`src/rtl/lbd_pkg.sv`:
```
// Shared types, codes and fixed-point helpers of the D1Q3 heat-diffusion lattice.
`default_nettype none
package lbd_pkg;

    localparam int LAT = 8;

    localparam logic [1:0] MODE_LOAD = 2'd0;
    localparam logic [1:0] MODE_STEP = 2'd1;
    localparam logic [1:0] MODE_READ = 2'd2;

    localparam logic [1:0] BND_FIXED = 2'd0;
    localparam logic [1:0] BND_FLUX  = 2'd1;

    localparam logic [2:0] REG_OMEGA  = 3'd0;
    localparam logic [2:0] REG_W_REST = 3'd1;
    localparam logic [2:0] REG_W_MOVE = 3'd2;
    localparam logic [2:0] REG_SOURCE = 3'd3;
    localparam logic [2:0] REG_L_MODE = 3'd4;
    localparam logic [2:0] REG_L_VAL  = 3'd5;
    localparam logic [2:0] REG_R_MODE = 3'd6;
    localparam logic [2:0] REG_R_VAL  = 3'd7;

    localparam logic signed [39:0] SAT_MAX = 40'sd2147483647;
    localparam logic signed [39:0] SAT_MIN = -40'sd2147483648;

    typedef struct packed {
        logic [31:0] rest;
        logic [31:0] right;
        logic [31:0] left;
        logic [31:0] temp;
    } rec_t;

    typedef struct packed {
        logic [17:0] omega;
        logic [16:0] w0;
        logic [16:0] w1;
        logic [31:0] source;
        logic [1:0]  lmode;
        logic [31:0] lval;
        logic [1:0]  rmode;
        logic [31:0] rval;
    } cfg_t;

    typedef struct packed {
        logic step;
        logic v_head;
        logic v_p2;
        logic c1_first;
        logic c1_last;
        logic f1_first;
        logic f1_last;
        logic v_g;
    } ctl_t;

    function automatic logic signed [34:0] qmul(input logic signed [18:0] a,
                                                input logic signed [31:0] b);
        logic signed [50:0] p;
        p = 51'(a) * 51'(b) + 51'sd32768;
        return p[50:16];
    endfunction

    function automatic logic ovf(input logic signed [39:0] v);
        return (v > SAT_MAX) || (v < SAT_MIN);
    endfunction

    function automatic logic [31:0] sat32(input logic signed [39:0] v);
        logic [31:0] r;
        if (v > SAT_MAX)
        begin
            r = 32'h7FFF_FFFF;
        end
        else if (v < SAT_MIN)
        begin
            r = 32'h8000_0000;
        end
        else
        begin
            r = v[31:0];
        end
        return r;
    endfunction

endpackage
`default_nettype wire

```
`src/rtl/lbd_stream.sv`:
```
// Streaming, boundary and temperature stages of the ring.
`default_nettype none
module lbd_stream (
    input  wire logic          clk,
    input  wire logic          en,
    input  wire lbd_pkg::ctl_t ctl,
    input  wire lbd_pkg::cfg_t cfg,
    input  wire lbd_pkg::rec_t c0,
    output lbd_pkg::rec_t      h,
    output logic               sat
);
    import lbd_pkg::*;

    rec_t c1_reg, cd_reg, f0_reg, f0_next, f1_reg, fd_reg, g_reg, g_next, h_reg, h_next;
    logic signed [39:0] bl, br, tsum;
    logic bsat;

    always_comb
    begin
        f0_next = c1_reg;
        if (ctl.step)
        begin
            if (!ctl.c1_first)
            begin
                f0_next.right = cd_reg.right;
            end
            if (!ctl.c1_last)
            begin
                f0_next.left = c0.left;
            end
        end
    end

    assign bl = 40'($signed(cfg.lval))
              - (40'($signed(f1_reg.rest)) + 40'($signed(f1_reg.left)))
              + ((cfg.lmode == BND_FLUX)
                 ? (40'($signed(f0_reg.rest)) + 40'($signed(f0_reg.right))
                    + 40'($signed(f0_reg.left)))
                 : 40'sd0);
    assign br = 40'($signed(cfg.rval))
              - (40'($signed(f1_reg.rest)) + 40'($signed(f1_reg.right)))
              + ((cfg.rmode == BND_FLUX)
                 ? (40'($signed(fd_reg.rest)) + 40'($signed(fd_reg.right))
                    + 40'($signed(fd_reg.left)))
                 : 40'sd0);

    always_comb
    begin
        g_next = f1_reg;
        bsat   = 1'b0;
        if (ctl.step && ctl.f1_first)
        begin
            case (cfg.lmode)
                BND_FIXED:
                begin
                    g_next.right = sat32(bl);
                    bsat = ovf(bl);
                end
                BND_FLUX:
                begin
                    if (cfg.lval == 32'd0)
                    begin
                        g_next = f0_reg;
                    end
                    else
                    begin
                        g_next.right = sat32(bl);
                        bsat = ovf(bl);
                    end
                end
                default:
                begin
                    g_next = f1_reg;
                end
            endcase
        end
        else if (ctl.step && ctl.f1_last)
        begin
            case (cfg.rmode)
                BND_FIXED:
                begin
                    g_next.left = sat32(br);
                    bsat = ovf(br);
                end
                BND_FLUX:
                begin
                    if (cfg.rval == 32'd0)
                    begin
                        g_next = fd_reg;
                    end
                    else
                    begin
                        g_next.left = sat32(br);
                        bsat = ovf(br);
                    end
                end
                default:
                begin
                    g_next = f1_reg;
                end
            endcase
        end
    end

    assign tsum = 40'($signed(g_reg.rest)) + 40'($signed(g_reg.right))
                + 40'($signed(g_reg.left));

    always_comb
    begin
        h_next = g_reg;
        if (ctl.step)
        begin
            h_next.temp = sat32(tsum);
        end
    end

    always_ff @(posedge clk)
    begin
        if (en)
        begin
            c1_reg <= c0;
            cd_reg <= c1_reg;
            f0_reg <= f0_next;
            f1_reg <= f0_reg;
            fd_reg <= f1_reg;
            g_reg  <= g_next;
            h_reg  <= h_next;
        end
    end

    assign sat = bsat || (ctl.step && ctl.v_g && ovf(tsum));
    assign h   = h_reg;

endmodule
`default_nettype wire
```
`config.mk`:
```
export PLATFORM = sky130hd
export DESIGN_NAME = lbd_stream
export DESIGN_NICKNAME = d
export VERILOG_FILES = /design/src/rtl/lbd_pkg.sv /design/src/rtl/lbd_stream.sv
export SDC_FILE = /design/constraint.sdc
export NUM_CORES = 2
export LEC_CHECK = 0
export ABC_AREA = 1
export BUFFER_PORTS_ARGS = -buffer_cell sky130_fd_sc_hd__clkbuf_2
export CAP_MARGIN = 20
export CORE_MARGIN = 10
export CORE_UTILIZATION = 55
export CTS_CLUSTER_DIAMETER = 40
export DETAILED_ROUTE_END_ITERATION = 8
export PLACE_DENSITY = 0.78
export SYNTH_ARGS = -nofsm -noshare
export SYNTH_HDL_FRONTEND = slang
export SYNTH_SLANG_ARGS = --single-unit
```
`constraint.sdc`:
```
create_clock -name clk -period 5.2 [get_ports clk]
set_input_delay 0.52 -clock clk [delete_from_list [all_inputs] [get_ports clk]]
set_output_delay 0.52 -clock clk [all_outputs]
set_load 0.005 [all_outputs]
```
==> flow_metrics.tcl <==
set metrics [dict create \
    outcome "complete, but fails checks" \
    violations "negative setup slack" \
    timing.rr.start "f0_reg[33]" \
    cts_buffers 101 \
    layout.area.seq_sq_um 24000 \
    yosys_warnings 0 \
    drt-initial-drc-count 4145 \
    port_buffers 332 \
    ff2ff_path_depth 41 \
    synth_compound_area_frac 0.114 \
    avgSynthCellArea_sq_um 10.6 \
    yosys.area.top_type_share 0.523 \
    wl_per_cell_um 25.0 \
    fmax_ghz 0.150 \
    synth_most_common_cell "nand2_1" \
    place_hpwl_mm 122 \
    die_w_um 309 \
    area_growth_pct 33.2 \
    critPathMaxFanout 4 \
    clkTransAtPathRegs_ns 0.07 \
    synth-adder-area-share 0.146 \
    finalHoldViolCount 0 \
    cp-start-kind "flip-flop" \
    dr_wl_met2_mm 77.1 \
    fin_ws_ns -1.46 \
    grt_max_degree 127 \
    critPathKind "flip-flop to output port" \
    setup_viol 65 \
    synth_top_family_by_area "adder cells" \
    wl_met3_mm 16.5 \
    final_layout_size_suffix_gt1_frac 0.335 \
    synthMuxAreaShare 0.0157 \
    final_antenna_net_count 0 \
    die_h_um 309 \
    drc_errors 0 \
    place_area_sq_um 53500 \
    tns_ns -46.32 \
    r2r_end "g_reg[84]" \
    reg2reg_slack_ns -0.95 \
    multi_input_area_sq_um 22200 \
    core-area_sq_um 82400 \
    leakage_uw 0.0259 \
    firstDrtPassIters 6 \
    met1_length_mm 63.7 \
    synth_xor_area_frac 0.0193 \
    crit_path_top_delay_cell "fa_2" \
    clock_path_buffers 3 \
    pre_cts_ws_ns -1.00 \
    p_per_area_nw_per_um2 500 \
    required_ns 4.68 \
    place_congestion 1.04 \
    synth_cell_types 59 \
    synth-seq-cells 800 \
    synthArstFlopShare 0 \
    synth_area_leaders "edfxtp_1 52%, fa_1 10%, nand2_1 7.9%, a21oi_1 4.9%, ha_1 4.6%" \
    cts_sinks 800 \
    root_buffer "clkbuf_16" \
    post-synth-top-area-cell "edfxtp_1" \
    endpoint_kind "output port" \
    final_nets 6119 \
    synth_edf_count 800 \
    whs_path_depth 1 \
    antenna_found_initial 16 \
    seq_area_frac_synth 0.523 \
    routed_wl_mm 165 \
    track_usage 0.335 \
    fillCellCount 5483 \
    max_slew.worst_pin.slew_ns 1.13 \
    ir_worst_vdd_mv 0.378 \
    p_total_uw 30600 \
    viasPerCell 5.85 \
    whs_ns 0.0256 \
    drv_cap 0 \
    core.rowCount 105 \
    routed-via-count 38596 \
    h-tree-depth 3 \
    cp_common_cell "inv_2" \
    synth_nets 5008 \
    maxSlewHeadroom 0.246 \
    hold_path_class "input pin to flip-flop" \
    clock-skew-final_ns 0.0278 \
    rsz0062_at_grt "yes" \
    synth-simple-area-share 0.134 \
    cts_tree "done" \
    holdPathEnd "c1_reg[49]" \
    min-delay-start "c0[49]" \
    design_area_sq_um 61200 \
    slew_violations 0 \
    syn_inst 4319 \
    grt_remaining_overflow 0 \
    period_minus_slack_ns 6.66 \
    highest_layer "met5" \
    die_area_sq_um 95500 \
    synth_area_sq_um 45900 \
    synth_common_cells "967 x nand2_1, 800 x edfxtp_1, 450 x a21oi_1" \
    start_util 0.557 \
    fin_crit_sh 1.28 \
    ios 419 \
    grt_pass1_wl_mm 238 \
    synthFlopType "edfxtp_1" \
    cpPeakStageDelay_ns 0.47 \
    grt_pass1_vias 38092 \
    clk_latency_ns 0.71 \
    crit_arrival_ns 6.14 \
]
==> timing repair <==
item                                    in CTS  in global routing
endpoints found under the hold margin      110                  2
gates cloned                                 5                  5
gates resized for setup                    203                429
endpoints found under the setup margin      65                 65
buffers inserted                            34                 30
hold buffers                               110                  2
pin swaps                                   79                205
==> worst max-delay path, delay by kind of cell (launching register included) <==
| family | cells | cell delay [ns] |
|---|---|---|
| flops | 1 | 0.43 |
| compound gates | 4 | 0.58 |
| xor+xnor | 1 | 0.06 |
| simple gates | 17 | 1.72 |
| fa+ha+maj | 5 | 1.73 |
| buf+inv | 10 | 0.94 |
==> metal layers <==
metal	vias to the layer above	track usage
li1	17274	-
met1	18663	0.448
met2	2247	0.538
met3	402	0.0706
met4	10	0.124
met5	-	0
==> where the power goes <==
group | switching [uW] | total, uW | internal [uW]
clock network | 3010 | 7390 | 4380
registers | 338 | 8140 | 7800
logic | 8550 | 15000 | 6490
==> how the worst max path moves through the flow <==
| stage | slack [ns] | cells after the start | startpoint | to |
|---|---|---|---|---|
| after detailed placement | -1.0 | 37 | f0_reg[35] | sat |
| after CTS | -1.38 | 35 | f0_reg[97] | sat |
| after global placement | -0.93 | 37 | f0_reg[97] | sat |
| final | -1.46 | 37 | f0_reg[33] | sat |
| after floorplan | -0.08 | 38 | fd_reg[33] | sat |
| after global routing | -1.73 | 35 | f0_reg[34] | sat |
==> cell families (layout without fill, tap and decap cells) <==
logic type,count (synthesis),after routing
compound gates,939,939
xor+xnor,101,101
fa+ha+maj,399,399
buf+inv,526,1725
flops,800,800
mux,64,64
other cells,0,7
simple gates,1490,1490
==> metrics by stage <==
stage,util,std cells
floorplan,-,4319
global placement,0.649,6227
detailed placement,0.649,6227
CTS,0.719,6565
global route,0.743,6593
finish,0.743,6595
==> final cells by class <==
| class | instances | area share |
|---|---|---|
| Antenna cell | 7 | 0.000286 |
| Clock buffer | 112 | 0.0427 |
| Clock inverter | 79 | 0.0160 |
| Inverter | 394 | 0.0244 |
| Multi-Input combinational cell | 2993 | 0.363 |
| Sequential cell | 800 | 0.393 |
| Tap cell | 1070 | 0.0219 |
| Timing Repair Buffer | 1140 | 0.139 |
==> placed cells by master, fill, tap and decap left out, types with 13 or more instances in the layout <==
master,n
nand2_4,68
nor2_1,222
inv_2,27
o21ai_1,46
mux2_2,64
buf_4,641
nand4_1,21
nand2_1,737
nor2_4,23
o31ai_1,13
a31oi_1,49
inv_1,359
dlygate4sd3_1,112
nor2_2,39
ha_1,130
clkbuf_2,330
xnor2_1,31
a21o_1,13
a21oi_1,363
nand3_2,27
nand2_2,183
buf_6,23
buf_12,23
a21oi_4,23
inv_6,16
a21oi_2,94
nor4_1,21
o21ai_0,218
clkinv_1,14
bufinv_16,13
nand3_1,94
fa_1,223
o211ai_1,41
edfxtp_1,800
clkbuf_16,107
ha_4,37
xor2_1,69
Note: power is estimated with default switching activity, not from simulation.
