### config.mk
export PLATFORM = sky130hd
export DESIGN_NAME = lbd_cell
export DESIGN_NICKNAME = d
export VERILOG_FILES = /design/src/rtl/lbd_pkg.sv /design/src/rtl/lbd_cell.sv
export SDC_FILE = /design/constraint.sdc
export NUM_CORES = 1
export LEC_CHECK = 0
export BUFFER_PORTS_ARGS = -buffer_cell sky130_fd_sc_hd__buf_2
export CAP_MARGIN = 30
export CORE_UTILIZATION = 35
export CTS_CLUSTER_DIAMETER = 150
export DETAILED_ROUTE_END_ITERATION = 8
export PLACE_DENSITY_LB_ADDON = 0.3
export SYNTH_ARGS = -nofsm -noshare
export SYNTH_HDL_FRONTEND = slang
export SYNTH_SLANG_ARGS = --single-unit
### constraint.sdc
create_clock -name clk -period 0.9 [get_ports clk]
set_input_delay 0.18 -clock clk [delete_from_list [all_inputs] [get_ports clk]]
set_output_delay 0.18 -clock clk [all_outputs]
set_load 0.01 [all_outputs]
### src/rtl/lbd_pkg.sv
// Shared types, codes and fixed-point helpers of the D1Q3 heat-diffusion lattice.
`default_nettype none
package lbd_pkg;

    localparam int LAT = 8;

    localparam logic [1:0] MODE_LOAD = 2'd0;
    localparam logic [1:0] MODE_STEP = 2'd1;
    localparam logic [1:0] MODE_READ = 2'd2;

    localparam logic [1:0] BND_FIXED = 2'd0;
    localparam logic [1:0] BND_FLUX  = 2'd1;

    localparam logic [2:0] REG_OMEGA  = 3'd0;
    localparam logic [2:0] REG_W_REST = 3'd1;
    localparam logic [2:0] REG_W_MOVE = 3'd2;
    localparam logic [2:0] REG_SOURCE = 3'd3;
    localparam logic [2:0] REG_L_MODE = 3'd4;
    localparam logic [2:0] REG_L_VAL  = 3'd5;
    localparam logic [2:0] REG_R_MODE = 3'd6;
    localparam logic [2:0] REG_R_VAL  = 3'd7;

    localparam logic signed [39:0] SAT_MAX = 40'sd2147483647;
    localparam logic signed [39:0] SAT_MIN = -40'sd2147483648;

    typedef struct packed {
        logic [31:0] rest;
        logic [31:0] right;
        logic [31:0] left;
        logic [31:0] temp;
    } rec_t;

    typedef struct packed {
        logic [17:0] omega;
        logic [16:0] w0;
        logic [16:0] w1;
        logic [31:0] source;
        logic [1:0]  lmode;
        logic [31:0] lval;
        logic [1:0]  rmode;
        logic [31:0] rval;
    } cfg_t;

    typedef struct packed {
        logic step;
        logic v_head;
        logic v_p2;
        logic c1_first;
        logic c1_last;
        logic f1_first;
        logic f1_last;
        logic v_g;
    } ctl_t;

    function automatic logic signed [34:0] qmul(input logic signed [18:0] a,
                                                input logic signed [31:0] b);
        logic signed [50:0] p;
        p = 51'(a) * 51'(b) + 51'sd32768;
        return p[50:16];
    endfunction

    function automatic logic ovf(input logic signed [39:0] v);
        return (v > SAT_MAX) || (v < SAT_MIN);
    endfunction

    function automatic logic [31:0] sat32(input logic signed [39:0] v);
        logic [31:0] r;
        if (v > SAT_MAX)
        begin
            r = 32'h7FFF_FFFF;
        end
        else if (v < SAT_MIN)
        begin
            r = 32'h8000_0000;
        end
        else
        begin
            r = v[31:0];
        end
        return r;
    endfunction

endpackage
`default_nettype wire

### src/rtl/lbd_cell.sv
// One lattice node cell of the rotating ring: holds the node's distributions and temperature.
`default_nettype none
module lbd_cell (
    input  wire logic         clk,
    input  wire logic         shift,
    input  wire lbd_pkg::rec_t d,
    output lbd_pkg::rec_t     q
);
    import lbd_pkg::*;

    rec_t data_reg;

    always_ff @(posedge clk)
    begin
        if (shift)
        begin
            data_reg <= d;
        end
    end

    assign q = data_reg;

endmodule
`default_nettype wire

==> results.cfg, run 1 <==
[outcome]
outcome = aborted with a tool error
haltStage = clock tree synthesis (4_1_cts)
tool.error = [ERROR RSZ-0060] Max buffer count reached.

[place]
placed_area_sq_um = 5390
placed_cells = 527
port_buffers = 257
place_congestion = 0.698

[synth]
synth_cell_types = 1
synthTopCellsByArea = edfxtp_1 100%
netlist_top_cells_count = 128 x edfxtp_1
ys_async_sr_fraction_pct = 0
seq_area_frac_synth_pct = 100
syn_inst = 128
synth_top_area_share_pct = 100
yosysWarnings = 0
ys_dominant_reg_cell = edfxtp_1
synth-seq-cells = 128
synth_area_sq_um = 3840
avgSynthCellArea_sq_um = 30.0
synth-edff-count = 128
yosysMostFrequentCell = edfxtp_1
synth_area_leader_cell = edfxtp_1
synth_nets = 258

[die]
die_w_um = 107
rows = 37
start_util_pct = 36.7
die_h_um = 107
io-pin-count = 258

[clock_tree]
cts_root_buf = clkbuf_8
clockBufferDepth = 2
cts_setup_buffers = 0
numCtsBuffers = 17
clkSinkCount = 128
cts_hold_buffers = 113
h-tree-depth = 4
cts_resized = 0
==> metrics by stage <==
stage | hold slack (ns) | setup WS, ns | TNS, ns
2_1_floorplan | 0.279 | 0.326 | 0
3_3_place_gp | 0.356 | -0.0322 | -2.01
3_5_place_dp | 0.358 | -0.0360 | -2.42
==> cell families after synthesis <==
family | count (synthesis) | share of synthesized area, %
flops | 128 | 100
==> run 2: changes to the inputs <==
--- a/config.mk
+++ b/config.mk
@@ -7,10 +7,9 @@
 export LEC_CHECK = 0
 export BUFFER_PORTS_ARGS = -buffer_cell sky130_fd_sc_hd__buf_2
 export CAP_MARGIN = 30
-export CORE_UTILIZATION = 35
-export CTS_CLUSTER_DIAMETER = 150
+export CORE_UTILIZATION = 20
 export DETAILED_ROUTE_END_ITERATION = 8
-export PLACE_DENSITY_LB_ADDON = 0.3
+export PLACE_DENSITY_LB_ADDON = 0.15
 export SYNTH_ARGS = -nofsm -noshare
 export SYNTH_HDL_FRONTEND = slang
 export SYNTH_SLANG_ARGS = --single-unit
==> results.cfg, run 2 <==
[clock_tree]
numCtsBuffers = 17
clk_transition_reported_paths_ns = 0.06
cts_root_buf = clkbuf_16
clockBufferDepth = 2
h-tree-depth = 4
cts_tree = yes
clkSinkCount = 128

[critical_path]
cp_num_buf_inv = 1
worstSetupStartpointType = flop
crit_chain = buf_2
worstSetupEndpointType = output pin
path_class = reg -> out
cp_slowest_cell = edfxtp_1
worstPathMaxFanout = 1
arrival_ns = 0.95
cp.required_ns = 0.72
max_stage_delay_ns = 0.38
cp_top_family = flip-flops

[die]
rows = 50
die_h_um = 141
die_area_sq_um = 19800
start_util_pct = 20.5
core_sq_um = 18800
die_w_um = 141
io-pin-count = 258

[detailed_routing]
post_drt_wl_per_cell_um = 14.5
first_pass_iters = 4
ant_nets = 0
vias_per_cell = 3.66
routed_wl_mm = 11.3
vias = 2866
drt_iter0_drc = 83
route.detailed.drc = 0

[grt]
grt-ovfl-total = 0
antenna_found_initial = 0
grt_pass1_wl_mm = 16.1
grt_max_degree = 42
grt_pass1_vias = 3017
grt_usage_pct = 11.3

[place]
port_buffers = 257
place_congestion = 0.693
post-place-ws_ns = -0.0663

[synth]
seq_area_frac_synth_pct = 100
netlist_top_cells_count = 128 x edfxtp_1
yosysMostFrequentCell = edfxtp_1
synth-edff-count = 128
yosysWarnings = 0
ys_async_sr_fraction_pct = 0
synth_top_area_share_pct = 100
ys_dominant_reg_cell = edfxtp_1
synth_area_sq_um = 3840
synthTopCellsByArea = edfxtp_1 100%
synth_nets = 258
synth_cell_types = 1
synth-seq-cells = 128
synth_area_leader_cell = edfxtp_1
syn_inst = 128
avgSynthCellArea_sq_um = 30.0

[job]
max_cap_violations = 0

[layout]
final_common_cell = buf_2
n_antenna_cell = 0
layout_common_cells = 254 x buf_2, 128 x dlygate4sd3_1, 128 x edfxtp_1, 17 x clkbuf_16
nets = 666
multi_input_cells = 0
multiInputGateArea_sq_um = 0
largest_reg_flops = 128
layout-drive-gt1-share_pct = 53.2
syn2layout_area_growth_pct = 92.2

[pwr]
p_leak_nw = 3.12
irDropWorstVdd_v = 0.00118
power.density_nw_per_um2 = 2120
power.total_w = 0.0157

[timing]
hold_violations = 0
min_period_ns = 1.13
tns_ns = -24.41
rsz0062_at_grt = true
fin_crit_sh_pct = 125
final_max_slew_viol_count = 0
final-setup-viol-count = 128
tightest_slew_ns = 0.230
fin_ws_ns = -0.229
slew_headroom_pct = 84.7
max_clock_freq_mhz = 885

[min_path]
hold_path_class = in -> reg

[outcome]
outcome = finished, violations left
failed_checks = negative setup slack
==> run 2: cell counts after synthesis <==
No cell type changed its count.
==> run 2: routing by layer <==
layer / part of all wire, % / wire, um / vias up / global-route usage [%]
li1: - / - / 1350 / -
met1: 40 / 4540 / 1325 / 11.9
met2: 49 / 5540 / 176 / 19.1
met3: 9.3 / 1050 / 15 / 4.76
met4: 1.6 / 184 / 0 / 5.72
met5: 0 / 0 / - / 0
==> run 2: area by class of cell <==
cell class	instances	area, sq um
Sequential cell	128	3840
Timing Repair Buffer	389	2660
Fill cell	1761	11400
Clock buffer	18	429
Clock inverter	14	158
Tap cell	234	293
==> run 2: per-stage QoR <==
| step | hold WS, ns | utilization (%) | cell area [sq um] | cells |
|---|---|---|---|---|
| 5_1_grt | 0.278 | 39.4 | 7390 | 783 |
| 2_1_floorplan | 0.279 | - | 3840 | 128 |
| 6_report | 0.287 | 39.4 | 7390 | 783 |
| 3_5_place_dp | 0.358 | 29.3 | 5510 | 623 |
| 4_1_cts | 0.273 | 39.3 | 7370 | 783 |
| 3_3_place_gp | 0.356 | 29.3 | 5510 | 623 |
==> run 2: worst paths after layout <==
path                  endpoint  slack (ns)  cells past startpoint  startpoint
worst max-delay path     q[17]       -0.23                      1       q[17]
worst min-delay path     q[70]        0.29                      2       shift
==> run 2: cell families after synthesis <==
kind of cell	share of synthesized area (%)
DFF	100
==> run 2: what timing repair did <==
action | 4_1_cts | 5_1_grt
endpoints found under the setup margin | 128 | 128
setup buffers | 0 | 0
hold endpoints to repair | 128 | 0
hold buffers | 128 | 0
gates resized for setup | 0 | 3
==> run 2: power by group <==
part / switching, W / internal (W) / total (W) / leakage, nW
combinational: 0.000727 / 0.000894 / 0.00162 / 1.59
clock: 0.00272 / 0.00413 / 0.00684 / 0.283
sequential: 0.000105 / 0.00708 / 0.00719 / 1.25
total: 0.00355 / 0.0121 / 0.0157 / 3.12
Power figures use the tool's default switching activity.
==> run 3: changes to the inputs <==
--- a/config.mk
+++ b/config.mk
@@ -13,3 +13,4 @@
 export SYNTH_ARGS = -nofsm -noshare
 export SYNTH_HDL_FRONTEND = slang
 export SYNTH_SLANG_ARGS = --single-unit
+export TNS_END_PERCENT = 5
==> results.cfg, run 3 (same netlist as run 2, synthesis figures left out) <==
[outcome]
outcome = finished, violations left
failed_checks = negative setup slack

[clock_tree]
clkSinkCount = 128
cts_tree = yes
cts_root_buf = clkbuf_16
clockBufferDepth = 2
h-tree-depth = 4
numCtsBuffers = 17
clk_transition_reported_paths_ns = 0.06

[detailed_routing]
post_drt_wl_per_cell_um = 14.4
first_pass_iters = 4
vias_per_cell = 3.66
vias = 2868
routed_wl_mm = 11.3
drt_iter0_drc = 85
route.detailed.drc = 0
ant_nets = 0

[layout]
multi_input_cells = 0
stdcell_area_sq_um = 7380
final_common_cell = buf_2
syn2layout_area_growth_pct = 92.0
nets = 666
layout_common_cells = 255 x buf_2, 128 x dlygate4sd3_1, 128 x edfxtp_1, 17 x clkbuf_16
layout-drive-gt1-share_pct = 53.2
multiInputGateArea_sq_um = 0
fin_util_pct = 39.3
n_antenna_cell = 0
largest_reg_flops = 128
finalNonFillerCells = 783

[pwr]
p_switching_w = 0.00355
p_comb_share_pct = 10.3
p_clk_share_pct = 43.7
power.density_nw_per_um2 = 2120
p_sw_share_pct = 22.7
p_leak_nw = 3.12
power.total_w = 0.0156
irDropWorstVdd_v = 0.00118
p_int_w = 0.0121
seq_power_share_pct = 45.9

[timing]
tightest_slew_ns = 0.230
fin_ws_ns = -0.229
fin_crit_sh_pct = 125
final_max_slew_viol_count = 0
max_clock_freq_mhz = 885
rsz0062_at_grt = true
min_period_ns = 1.13
final-setup-viol-count = 128
tns_ns = -24.39
slew_headroom_pct = 84.7
hold_violations = 0

[grt]
grt-ovfl-total = 0
grt_pass1_wl_mm = 16.1
grt_pass1_vias = 3017
grt_max_degree = 42
antenna_found_initial = 0
gr-usage-met1_pct = 11.9
grt.met2_usage_pct = 19.1
grt_busiest_layer = met2
grt_usage_pct = 11.3
grt_util_met3_pct = 4.76

[die]
io-pin-count = 258
die_w_um = 141
rows = 50
start_util_pct = 20.5
core_sq_um = 18800
die_area_sq_um = 19800
die_h_um = 141

[critical_path]
path_class = reg -> out
cp_slowest_cell = edfxtp_1
arrival_ns = 0.95
worstSetupEndpointType = output pin
cp_top_family = flip-flops
max_stage_delay_ns = 0.38
worstSetupStartpointType = flop
cp_num_buf_inv = 1
cp.required_ns = 0.72
startpoint = q[17]
worstPathMaxFanout = 1
crit_chain = buf_2

[place]
port_buffers = 257
place_congestion = 0.693
placed_cells = 623
placed_area_sq_um = 5510

[job]
max_cap_violations = 0

[min_path]
hold_path_class = in -> reg
min_to = q[70]
hp-start = shift
hold-path-cell-count = 2
## run 3: what timing repair did
item | in CTS | in global routing
resized for setup | 0 | 1
endpoints found under the setup margin | 128 | 128
hold endpoints to repair | 128 | 0
setup buffers | 0 | 0
hold buffers | 128 | 0
## run 3: layout make-up
class / count / area, sq um
fillers: 1762 / 11400
repair buffers: 389 / 2660
clock buffers: 18 / 429
well taps: 234 / 293
flip-flops and latches: 128 / 3840
clock inverters: 14 / 158
## run 3: stage by stage
step	worst slack [ns]	hold WS (ns)
floorplan	0.326	0.279
global placement	-0.0552	0.356
detailed placement	-0.0663	0.358
CTS	-0.267	0.273
global route	-0.272	0.278
finish	-0.229	0.287
## run 3: power groups by stage
stage               Sequential (W)  Clock (W)  Combinational, W
finish                     0.00719    0.00684           0.00162
floorplan                  0.00760          0                 0
detailed placement         0.00731          0           0.00117
global route               0.00723    0.00732           0.00172
CTS                        0.00719    0.00706           0.00162
global placement           0.00731          0           0.00118
## run 3: routing by layer
| metal | vias to the layer above | wire length (um) | part of all wire, % |
|---|---|---|---|
| met5 | - | 0 | 0 |
| met4 | 0 | 184 | 1.6 |
| met3 | 15 | 1060 | 9.4 |
| met2 | 178 | 5540 | 49 |
| met1 | 1325 | 4520 | 40 |
| li1 | 1350 | - | - |
## run 3: worst max path at each step
stage | slack (ns) | depth (start not counted) | to
after floorplan | 0.33 | 0 | q[0]
after global placement | -0.06 | 2 | q[56]
after detailed placement | -0.07 | 2 | q[56]
after CTS | -0.27 | 1 | q[37]
after global routing | -0.27 | 1 | q[59]
final | -0.23 | 1 | q[17]
